`src/design/hcbd_pkg.sv`:
```
// Shared types, constants and helpers for the chunked body decoder.
// No dependencies; every other design file imports this package.
package hcbd_pkg;

    localparam int COUNT_BITS = 32;

    localparam logic [7:0] CH_CR   = 8'h0D;
    localparam logic [7:0] CH_LF   = 8'h0A;
    localparam logic [7:0] CH_SEMI = 8'h3B;

    localparam logic [1:0] ST_BUSY = 2'd0;
    localparam logic [1:0] ST_DONE = 2'd1;
    localparam logic [1:0] ST_ERR  = 2'd2;

    typedef struct packed {
        logic [7:0] in_byte;
        logic       first_byte;
        logic       last_byte;
    } req_t;

    typedef struct packed {
        logic [7:0] out_byte;
        logic       out_valid;
        logic [1:0] status;
    } res_t;

    typedef struct packed {
        logic       hit;
        logic [3:0] value;
    } hex_t;

    function automatic hex_t hex_decode(input logic [7:0] c);
        hex_t h;
        h.hit   = 1'b1;
        h.value = 4'd0;
        if (c inside {[8'h30:8'h39]}) begin
            h.value = 4'(c - 8'h30);
        end
        else if (c inside {[8'h41:8'h46]}) begin
            h.value = 4'(c - 8'h37);
        end
        else if (c inside {[8'h61:8'h66]}) begin
            h.value = 4'(c - 8'h57);
        end
        else begin
            h.hit = 1'b0;
        end
        return h;
    endfunction

endpackage

```
`src/design/hcbd_if.sv`:
```
// Request channels of the chunked body decoder: raw body bytes in, results out.
// Depends on hcbd_pkg.
interface hcbd_body_if;
    import hcbd_pkg::*;
    logic       valid;
    logic       ready;
    logic [7:0] in_byte;
    logic       first_byte;
    logic       last_byte;

    modport source (output valid, in_byte, first_byte, last_byte, input ready);
    modport sink   (input valid, in_byte, first_byte, last_byte, output ready);
endinterface

interface hcbd_result_if;
    import hcbd_pkg::*;
    logic       valid;
    logic       ready;
    logic [7:0] out_byte;
    logic       out_valid;
    logic [1:0] status;

    modport source (output valid, out_byte, out_valid, status, input ready);
    modport sink   (input valid, out_byte, out_valid, status, output ready);
endinterface

```
`src/design/http_chunked_body_decoder.sv`:
```
// HTTP/1.1 chunked body decoder: takes one body byte per cycle while body.ready is high and
// returns one registered result per byte. Each result carries the byte when it is
// payload (out_valid), and a status of in progress, complete, or error (sticky until a
// request with first_byte restarts the parser). Payload streams out before the chunk's
// trailing CRLF is checked, so drop payload from any message that ends in error status.
// Throughput is one byte per clock while body.ready is high; a two-entry result buffer keeps
// body.ready registered and holds one extra result under result backpressure.
// Depends on hcbd_pkg, hcbd_if, hcbd_parser and hcbd_out_buf.
module http_chunked_body_decoder
    import hcbd_pkg::*;
(
    input  logic                 clk,
    input  logic                 rst_n,
    hcbd_body_if.sink            body,
    hcbd_result_if.source        result
);

    req_t req;
    res_t res;
    res_t res_q;
    logic accept;

    assign req.in_byte    = body.in_byte;
    assign req.first_byte = body.first_byte;
    assign req.last_byte  = body.last_byte;
    assign accept         = body.valid && body.ready;

    hcbd_parser u_parser (
        .clk     (clk),
        .rst_n   (rst_n),
        .advance (accept),
        .req     (req),
        .res     (res)
    );

    hcbd_out_buf u_out_buf (
        .clk        (clk),
        .rst_n      (rst_n),
        .push_valid (body.valid),
        .push_ready (body.ready),
        .push_res   (res),
        .pop_valid  (result.valid),
        .pop_ready  (result.ready),
        .pop_res    (res_q)
    );

    assign result.out_byte  = res_q.out_byte;
    assign result.out_valid = res_q.out_valid;
    assign result.status    = res_q.status;

endmodule

```
`src/design/hcbd_parser.sv`:
```
// Chunked framing parser: phase and count registers plus the per-byte decode.
// Depends on hcbd_pkg.
module hcbd_parser
    import hcbd_pkg::*;
(
    input  logic clk,
    input  logic rst_n,
    input  logic advance,
    input  req_t req,
    output res_t res
);

    localparam logic [3:0] PH_SIZE_FIRST = 4'd0;
    localparam logic [3:0] PH_SIZE_MORE  = 4'd1;
    localparam logic [3:0] PH_SIZE_LF    = 4'd2;
    localparam logic [3:0] PH_EXT        = 4'd3;
    localparam logic [3:0] PH_EXT_LF     = 4'd4;
    localparam logic [3:0] PH_DATA       = 4'd5;
    localparam logic [3:0] PH_DATA_CR    = 4'd6;
    localparam logic [3:0] PH_DATA_LF    = 4'd7;
    localparam logic [3:0] PH_DONE       = 4'd8;
    localparam logic [3:0] PH_ERR        = 4'd9;

    logic [3:0]            phase_reg;
    logic [3:0]            phase_next;
    logic [COUNT_BITS-1:0] count_reg;
    logic [COUNT_BITS-1:0] count_next;
    logic [3:0]            cur_phase;
    logic [COUNT_BITS-1:0] cur_count;
    logic                  data_hit;
    logic [3:0]            size_done_phase;
    hex_t                  hex;

    always_comb
    begin
        cur_phase       = req.first_byte ? PH_SIZE_FIRST : phase_reg;
        cur_count       = req.first_byte ? '0 : count_reg;
        hex             = hex_decode(req.in_byte);
        size_done_phase = (cur_count == '0) ? PH_DONE : PH_DATA;
        phase_next      = cur_phase;
        count_next      = cur_count;
        data_hit        = 1'b0;
        case (cur_phase)
            PH_SIZE_FIRST:
            begin
                if (hex.hit)
                begin
                    count_next = COUNT_BITS'(hex.value);
                    phase_next = PH_SIZE_MORE;
                end
                else
                begin
                    phase_next = PH_ERR;
                end
            end
            PH_SIZE_MORE:
            begin
                if (hex.hit)
                begin
                    if (cur_count[COUNT_BITS-1 -: 4] != 4'd0)
                    begin
                        phase_next = PH_ERR;
                    end
                    else
                    begin
                        count_next = {cur_count[COUNT_BITS-5:0], hex.value};
                    end
                end
                else if (req.in_byte == CH_SEMI)
                begin
                    phase_next = PH_EXT;
                end
                else if (req.in_byte == CH_CR)
                begin
                    phase_next = PH_SIZE_LF;
                end
                else
                begin
                    phase_next = PH_ERR;
                end
            end
            PH_SIZE_LF:
            begin
                phase_next = (req.in_byte == CH_LF) ? size_done_phase : PH_ERR;
            end
            PH_EXT:
            begin
                if (req.in_byte == CH_CR)
                begin
                    phase_next = PH_EXT_LF;
                end
            end
            PH_EXT_LF:
            begin
                if (req.in_byte == CH_LF)
                begin
                    phase_next = size_done_phase;
                end
                else if (req.in_byte != CH_CR)
                begin
                    phase_next = PH_EXT;
                end
            end
            PH_DATA:
            begin
                data_hit   = 1'b1;
                count_next = cur_count - COUNT_BITS'(1);
                if (cur_count == COUNT_BITS'(1))
                begin
                    phase_next = PH_DATA_CR;
                end
            end
            PH_DATA_CR:
            begin
                phase_next = (req.in_byte == CH_CR) ? PH_DATA_LF : PH_ERR;
            end
            PH_DATA_LF:
            begin
                phase_next = (req.in_byte == CH_LF) ? PH_SIZE_FIRST : PH_ERR;
            end
            PH_DONE:
            begin
                phase_next = PH_DONE;
            end
            default:
            begin
                phase_next = PH_ERR;
            end
        endcase

        if (req.last_byte && (phase_next != PH_DONE))
        begin
            phase_next = PH_ERR;
        end

        res.out_byte  = data_hit ? req.in_byte : 8'd0;
        res.out_valid = data_hit;
        if (phase_next == PH_DONE)
        begin
            res.status = ST_DONE;
        end
        else if (phase_next == PH_ERR)
        begin
            res.status = ST_ERR;
        end
        else
        begin
            res.status = ST_BUSY;
        end
    end

    always_ff @(posedge clk or negedge rst_n)
    begin
        if (!rst_n)
        begin
            phase_reg <= PH_SIZE_FIRST;
            count_reg <= '0;
        end
        else if (advance)
        begin
            phase_reg <= phase_next;
            count_reg <= count_next;
        end
    end

endmodule

```
`src/design/hcbd_out_buf.sv`:
```
// Two-entry result register: a main stage plus a skid stage so input ready is registered.
// Depends on hcbd_pkg.
module hcbd_out_buf
    import hcbd_pkg::*;
(
    input  logic clk,
    input  logic rst_n,
    input  logic push_valid,
    output logic push_ready,
    input  res_t push_res,
    output logic pop_valid,
    input  logic pop_ready,
    output res_t pop_res
);

    logic main_valid_reg;
    logic skid_valid_reg;
    res_t main_reg;
    res_t skid_reg;
    logic push;
    logic pop;

    assign push_ready = !skid_valid_reg;
    assign pop_valid  = main_valid_reg;
    assign pop_res    = main_reg;
    assign push       = push_valid && push_ready;
    assign pop        = main_valid_reg && pop_ready;

    always_ff @(posedge clk or negedge rst_n)
    begin
        if (!rst_n)
        begin
            main_valid_reg <= 1'b0;
            skid_valid_reg <= 1'b0;
        end
        else if (skid_valid_reg)
        begin
            if (pop)
            begin
                main_valid_reg <= 1'b1;
                skid_valid_reg <= 1'b0;
            end
        end
        else if (!main_valid_reg || pop)
        begin
            main_valid_reg <= push;
        end
        else if (push)
        begin
            skid_valid_reg <= 1'b1;
        end
    end

    always_ff @(posedge clk)
    begin
        if (skid_valid_reg)
        begin
            if (pop)
            begin
                main_reg <= skid_reg;
            end
        end
        else if (!main_valid_reg || pop)
        begin
            if (push)
            begin
                main_reg <= push_res;
            end
        end
        else if (push)
        begin
            skid_reg <= push_res;
        end
    end

endmodule

```
`src/flat_wrapper.sv`:
```
// flat-port wrapper written by rule: the top's interface ports become plain ports
module http_chunked_body_decoder_flat import hcbd_pkg::*;
  (clk, rst_n, body_valid, body_in_byte, body_first_byte, body_last_byte, body_ready, result_valid, result_out_byte, result_out_valid, result_status, result_ready);
  hcbd_body_if body_i ();
  hcbd_result_if result_i ();
  input  logic clk;
  input  logic rst_n;
  input wire logic [$bits(body_i.valid)-1:0] body_valid;
  input wire logic [$bits(body_i.in_byte)-1:0] body_in_byte;
  input wire logic [$bits(body_i.first_byte)-1:0] body_first_byte;
  input wire logic [$bits(body_i.last_byte)-1:0] body_last_byte;
  output wire logic [$bits(body_i.ready)-1:0] body_ready;
  output wire logic [$bits(result_i.valid)-1:0] result_valid;
  output wire logic [$bits(result_i.out_byte)-1:0] result_out_byte;
  output wire logic [$bits(result_i.out_valid)-1:0] result_out_valid;
  output wire logic [$bits(result_i.status)-1:0] result_status;
  input wire logic [$bits(result_i.ready)-1:0] result_ready;
  assign body_i.valid = body_valid;
  assign body_i.in_byte = body_in_byte;
  assign body_i.first_byte = body_first_byte;
  assign body_i.last_byte = body_last_byte;
  assign body_ready = body_i.ready;
  assign result_valid = result_i.valid;
  assign result_out_byte = result_i.out_byte;
  assign result_out_valid = result_i.out_valid;
  assign result_status = result_i.status;
  assign result_i.ready = result_ready;
  http_chunked_body_decoder u_core (.clk(clk), .rst_n(rst_n), .body(body_i), .result(result_i));
endmodule
```
`config.mk`:
```
export PLATFORM = sky130hd
export DESIGN_NAME = http_chunked_body_decoder_flat
export DESIGN_NICKNAME = d
export VERILOG_FILES = /design/src/design/hcbd_pkg.sv /design/src/design/hcbd_if.sv /design/src/design/http_chunked_body_decoder.sv /design/src/design/hcbd_parser.sv /design/src/design/hcbd_out_buf.sv /design/src/flat_wrapper.sv
export SDC_FILE = /design/constraint.sdc
export NUM_CORES = 1
export LEC_CHECK = 0
export BUFFER_PORTS_ARGS = -buffer_cell sky130_fd_sc_hd__buf_2
export CAP_MARGIN = 20
export CORE_AREA = 2 2 97 99
export CTS_CLUSTER_DIAMETER = 200
export DETAILED_ROUTE_END_ITERATION = 8
export DIE_AREA = 0 0 99 101
export PLACE_DENSITY = 0.74
export RECOVER_POWER = 50
export SLEW_MARGIN = 20
export SYNTH_ARGS = -nofsm -noshare
export SYNTH_HDL_FRONTEND = slang
export SYNTH_SLANG_ARGS = --single-unit
```
`constraint.sdc`:
```
create_clock -name clk -period 3.3 [get_ports clk]
set_input_delay 0.66 -clock clk [delete_from_list [all_inputs] [get_ports clk]]
set_output_delay 0.66 -clock clk [all_outputs]
set_load 0.01 [all_outputs]
```
==> summary.md <==
| Metric | Value |
|---|---|
| Status | finished, violations left |
| Failing checks | max-capacitance violations, max-slew violations |
| Hold_ws | 0.483 ns |
| DRC | 0 |
| P_leak | 1.84 nW |
| Clk pin slew, worst setup/hold paths | 0.08 ns |
| Worst Hold Class | primary input to flop |
| Final wirelength | 12.5 mm |
| Maximum VDD drop | 323 uV |
| Synth area leaders | dfrtp_1 22%, edfxtp_1 15%, a21oi_1 4.3% |
| Most common cell after layout, fill and taps aside | dfrtp_1 |
| Crit end category | flop |
| Commonest cells after routing, fill and taps aside | 38 x dfrtp_1, 37 x a21oi_1, 30 x nand2_1, 30 x nor2_1, 25 x o21ai_0 |
| Dpl cell area | 4560 sq um |
| Tightest Pin Transition | about 2.2 ns |
| I/O Buffers | 26 |
| Crit-path most repeated cell | nor2_1 |
| Post-CTS sizing | 0 |
| Synth area leader | dfrtp_1 |
| Die X | 99 um |
| Clock buffer count from CTS | 9 |
| Sw Ratio | roughly two fifths |
| Critical Path Fanout Max | 35 |
| ANT nets after route | 0 |
| Top-Level Pins | 27 |
| Pint | 0.00161 W |
| CTS max path bufs | 2 |
| Layout Skew | 0.0122 ns |
| CTS tree | yes |
| Relative slew slack | -48.3% |
| NetSw | 0.00113 W |
| Final Max Tran Viols | 39 |
| Router iterations before antenna repair | 5 |
| H-tree Lvls | 3 |
| Die height | between 100 and 150 um |
| Vias in the first global route | 4052 |
| Syn Std Cell Area | between 4000 and 5000 sq um |
| Cell Rows | 35 |
| Tmin final | 2.98 ns |
| Setup violators final | 0 |
| Most used DFF post-synth | dfrtp_1 |
| Synth unique cells | 80 |
| Wire per inst | 20.3 um |
| Setup tns final | 0 ns |
| Maxcap violations | 1 |
| Mapped Cells | 484 |
| Share of layout cells above drive strength 1 | about 15% |
| Setup CP Type | primary input to flop |
| # diodes | 0 |
| Final Hold Vio Count | 0 |
| Syn_area_per_cell | 8.97 sq um |
| Power per cell area | 581 nW/um^2 |
| Logic pwr share | 37.9% |
| Detailed Route Iter0 Violations | roughly 330 |
| Core area | 8980 sq um |
| Total congestion overflow | 0 |
| Post-synth ARST share | a little over three fifths |
| Max Freq | 335 MHz |
| Synth warn | 0 |
| Routability cong. | 0.966 |
| Worst-path cell chain | buf_2, buf_4, nor2_1, nand3_1, clkbuf_1, nor2_1, o21ai_0, a21oi_1, a221o_1 |
| Post-synth top area share | 21.9% |
| Crit path DAT | 3.22 ns |
| Vias | 4190 |
| Fin nets | approximately 520 |
| Slowest-stage cell, CP | clkbuf_1 |
| Dpl hpwl | approximately 8.5 mm |
| Area growth, synth to finish | 8.50% |
| Total power | between 0.002 and 0.003 W |
| Fin area | about 4700 sq um |
| Fin crit share | 90.4% |
| Max reg flops | 32 |
| Crit path largest cell delay | 0.87 ns |
| Initial Util | 48.3% |
| Seq/Total Area, Yosys | 37.1% |
| Startpoint Class | primary input |
| RSZ-0062 raised after global routing | no |
| Setup Buffers After CTS | 0 |
| Die area | 10000 sq um |
| GRT Util Overall | 25.8% |
| Worst Path Required | 3.54 ns |
| First-pass GRT wire length | between 20 and 25 mm |
| Reg power frac | 39.1% |
| Post-synthesis sequential element count | 60 |
| Largest net degree at the start of global routing | 39 |
| Clock power share | 23.0% |
| Clk Latency, worst-skew pair | 0.36 ns |
| Root Buffer | clkbuf_8 |
| Synth Net Count | 505 |
| Hold-fix buffers, CTS | 0 |
| Vias/cell | 6.80 |
| CTS Sinks | 60 |
| Initial antenna violation count | 0 |
| Post-synth EDFFs | 22 |
-- metrics by stage --
step                      cells  util [%]  setup WS (ns)
after floorplan             484         -          0.328
after global placement      600      50.8          0.257
after detailed placement    600      50.8          0.164
after CTS                   616      52.8          0.508
after global routing        616      52.5          0.204
final                       616      52.5          0.316
-- worst paths after layout --
| check | end | slack, ns | from | cells after the start |
|---|---|---|---|---|
| min in group asynchronous | u_core.u_parser.count_reg[26] | 0.95 | rst_n | 1 |
| max | u_core.u_parser.count_reg[22] | 0.32 | body_first_byte | 9 |
| max in group asynchronous | u_core.u_parser.phase_reg[0] | 1.07 | rst_n | 1 |
| min reg2reg | u_core.u_out_buf.pop_res[1] | 0.54 | u_core.u_out_buf.skid_reg[1] | 2 |
| min | u_core.u_out_buf.skid_valid_reg | 0.48 | result_ready | 2 |
| max reg2reg | u_core.u_parser.count_reg[22] | 0.58 | u_core.u_parser.phase_reg[2] | 7 |
-- cells in the mapped netlist (all sizes together) (8+ instances only) --
cell type,count
a21oi,41
a221o,14
and2,10
and3,8
buf,8
clkbuf,31
dfrtp,38
edfxtp,22
inv,14
nand2,30
nand3,9
nor2,32
nor2b,8
nor3,17
nor4,17
o21ai,28
o31ai,9
or3,10
-- final cells by class --
class | count | area (sq um)
clock buffer | 11 | 141
clock inverter | 5 | 36.3
fill | 852 | 4270
inverter | 15 | 56.3
multi-input combinational | 370 | 2490
sequential | 60 | 1610
tap | 111 | 139
timing repair buffer | 44 | 238
-- power groups by stage --
stage / Sequential (W) / Combinational (W) / Clock, W
after floorplan: 0.00105 / 0.000750 / 0
after global placement: 0.00108 / 0.00102 / 0
after detailed placement: 0.00108 / 0.00105 / 0
after CTS: 0.00107 / 0.00105 / 0.000638
after global routing: 0.00109 / 0.00114 / 0.000666
final: 0.00107 / 0.00104 / 0.000628
-- critical path: cells and delay by family --
| family | cells | cell delay (ns) |
|---|---|---|
| buf+inv | 3 | 1.42 |
| simple gates | 3 | 0.61 |
| compound gates | 3 | 0.51 |
-- logic make-up (layout without fill, tap and decap cells) --
| kind of cell | Yosys count | count (layout) | share of synthesized area, % |
|---|---|---|---|
| AO/OA/AOI/OAI | 173 | 173 | 29.2 |
| XOR/XNOR | 7 | 7 | 1.41 |
| adder cells (fa/ha/maj) | 7 | 7 | 2.02 |
| buffers and inverters | 54 | 75 | 5.62 |
| flip-flops | 60 | 60 | 37.1 |
| multiplexers | 9 | 9 | 2.28 |
| AND/OR/NAND/NOR | 174 | 174 | 22.4 |
-- per-layer routing --
layer	up-vias	part of all wire (%)	wire length, um	global-route usage, %
li1	1914	-	-	-
met1	2012	41	5150	33.0
met2	233	47	5920	42.2
met3	31	9.3	1160	5.69
met4	0	2.2	278	11.1
met5	-	0	0	0
Note: power is estimated with default switching activity, not from simulation.
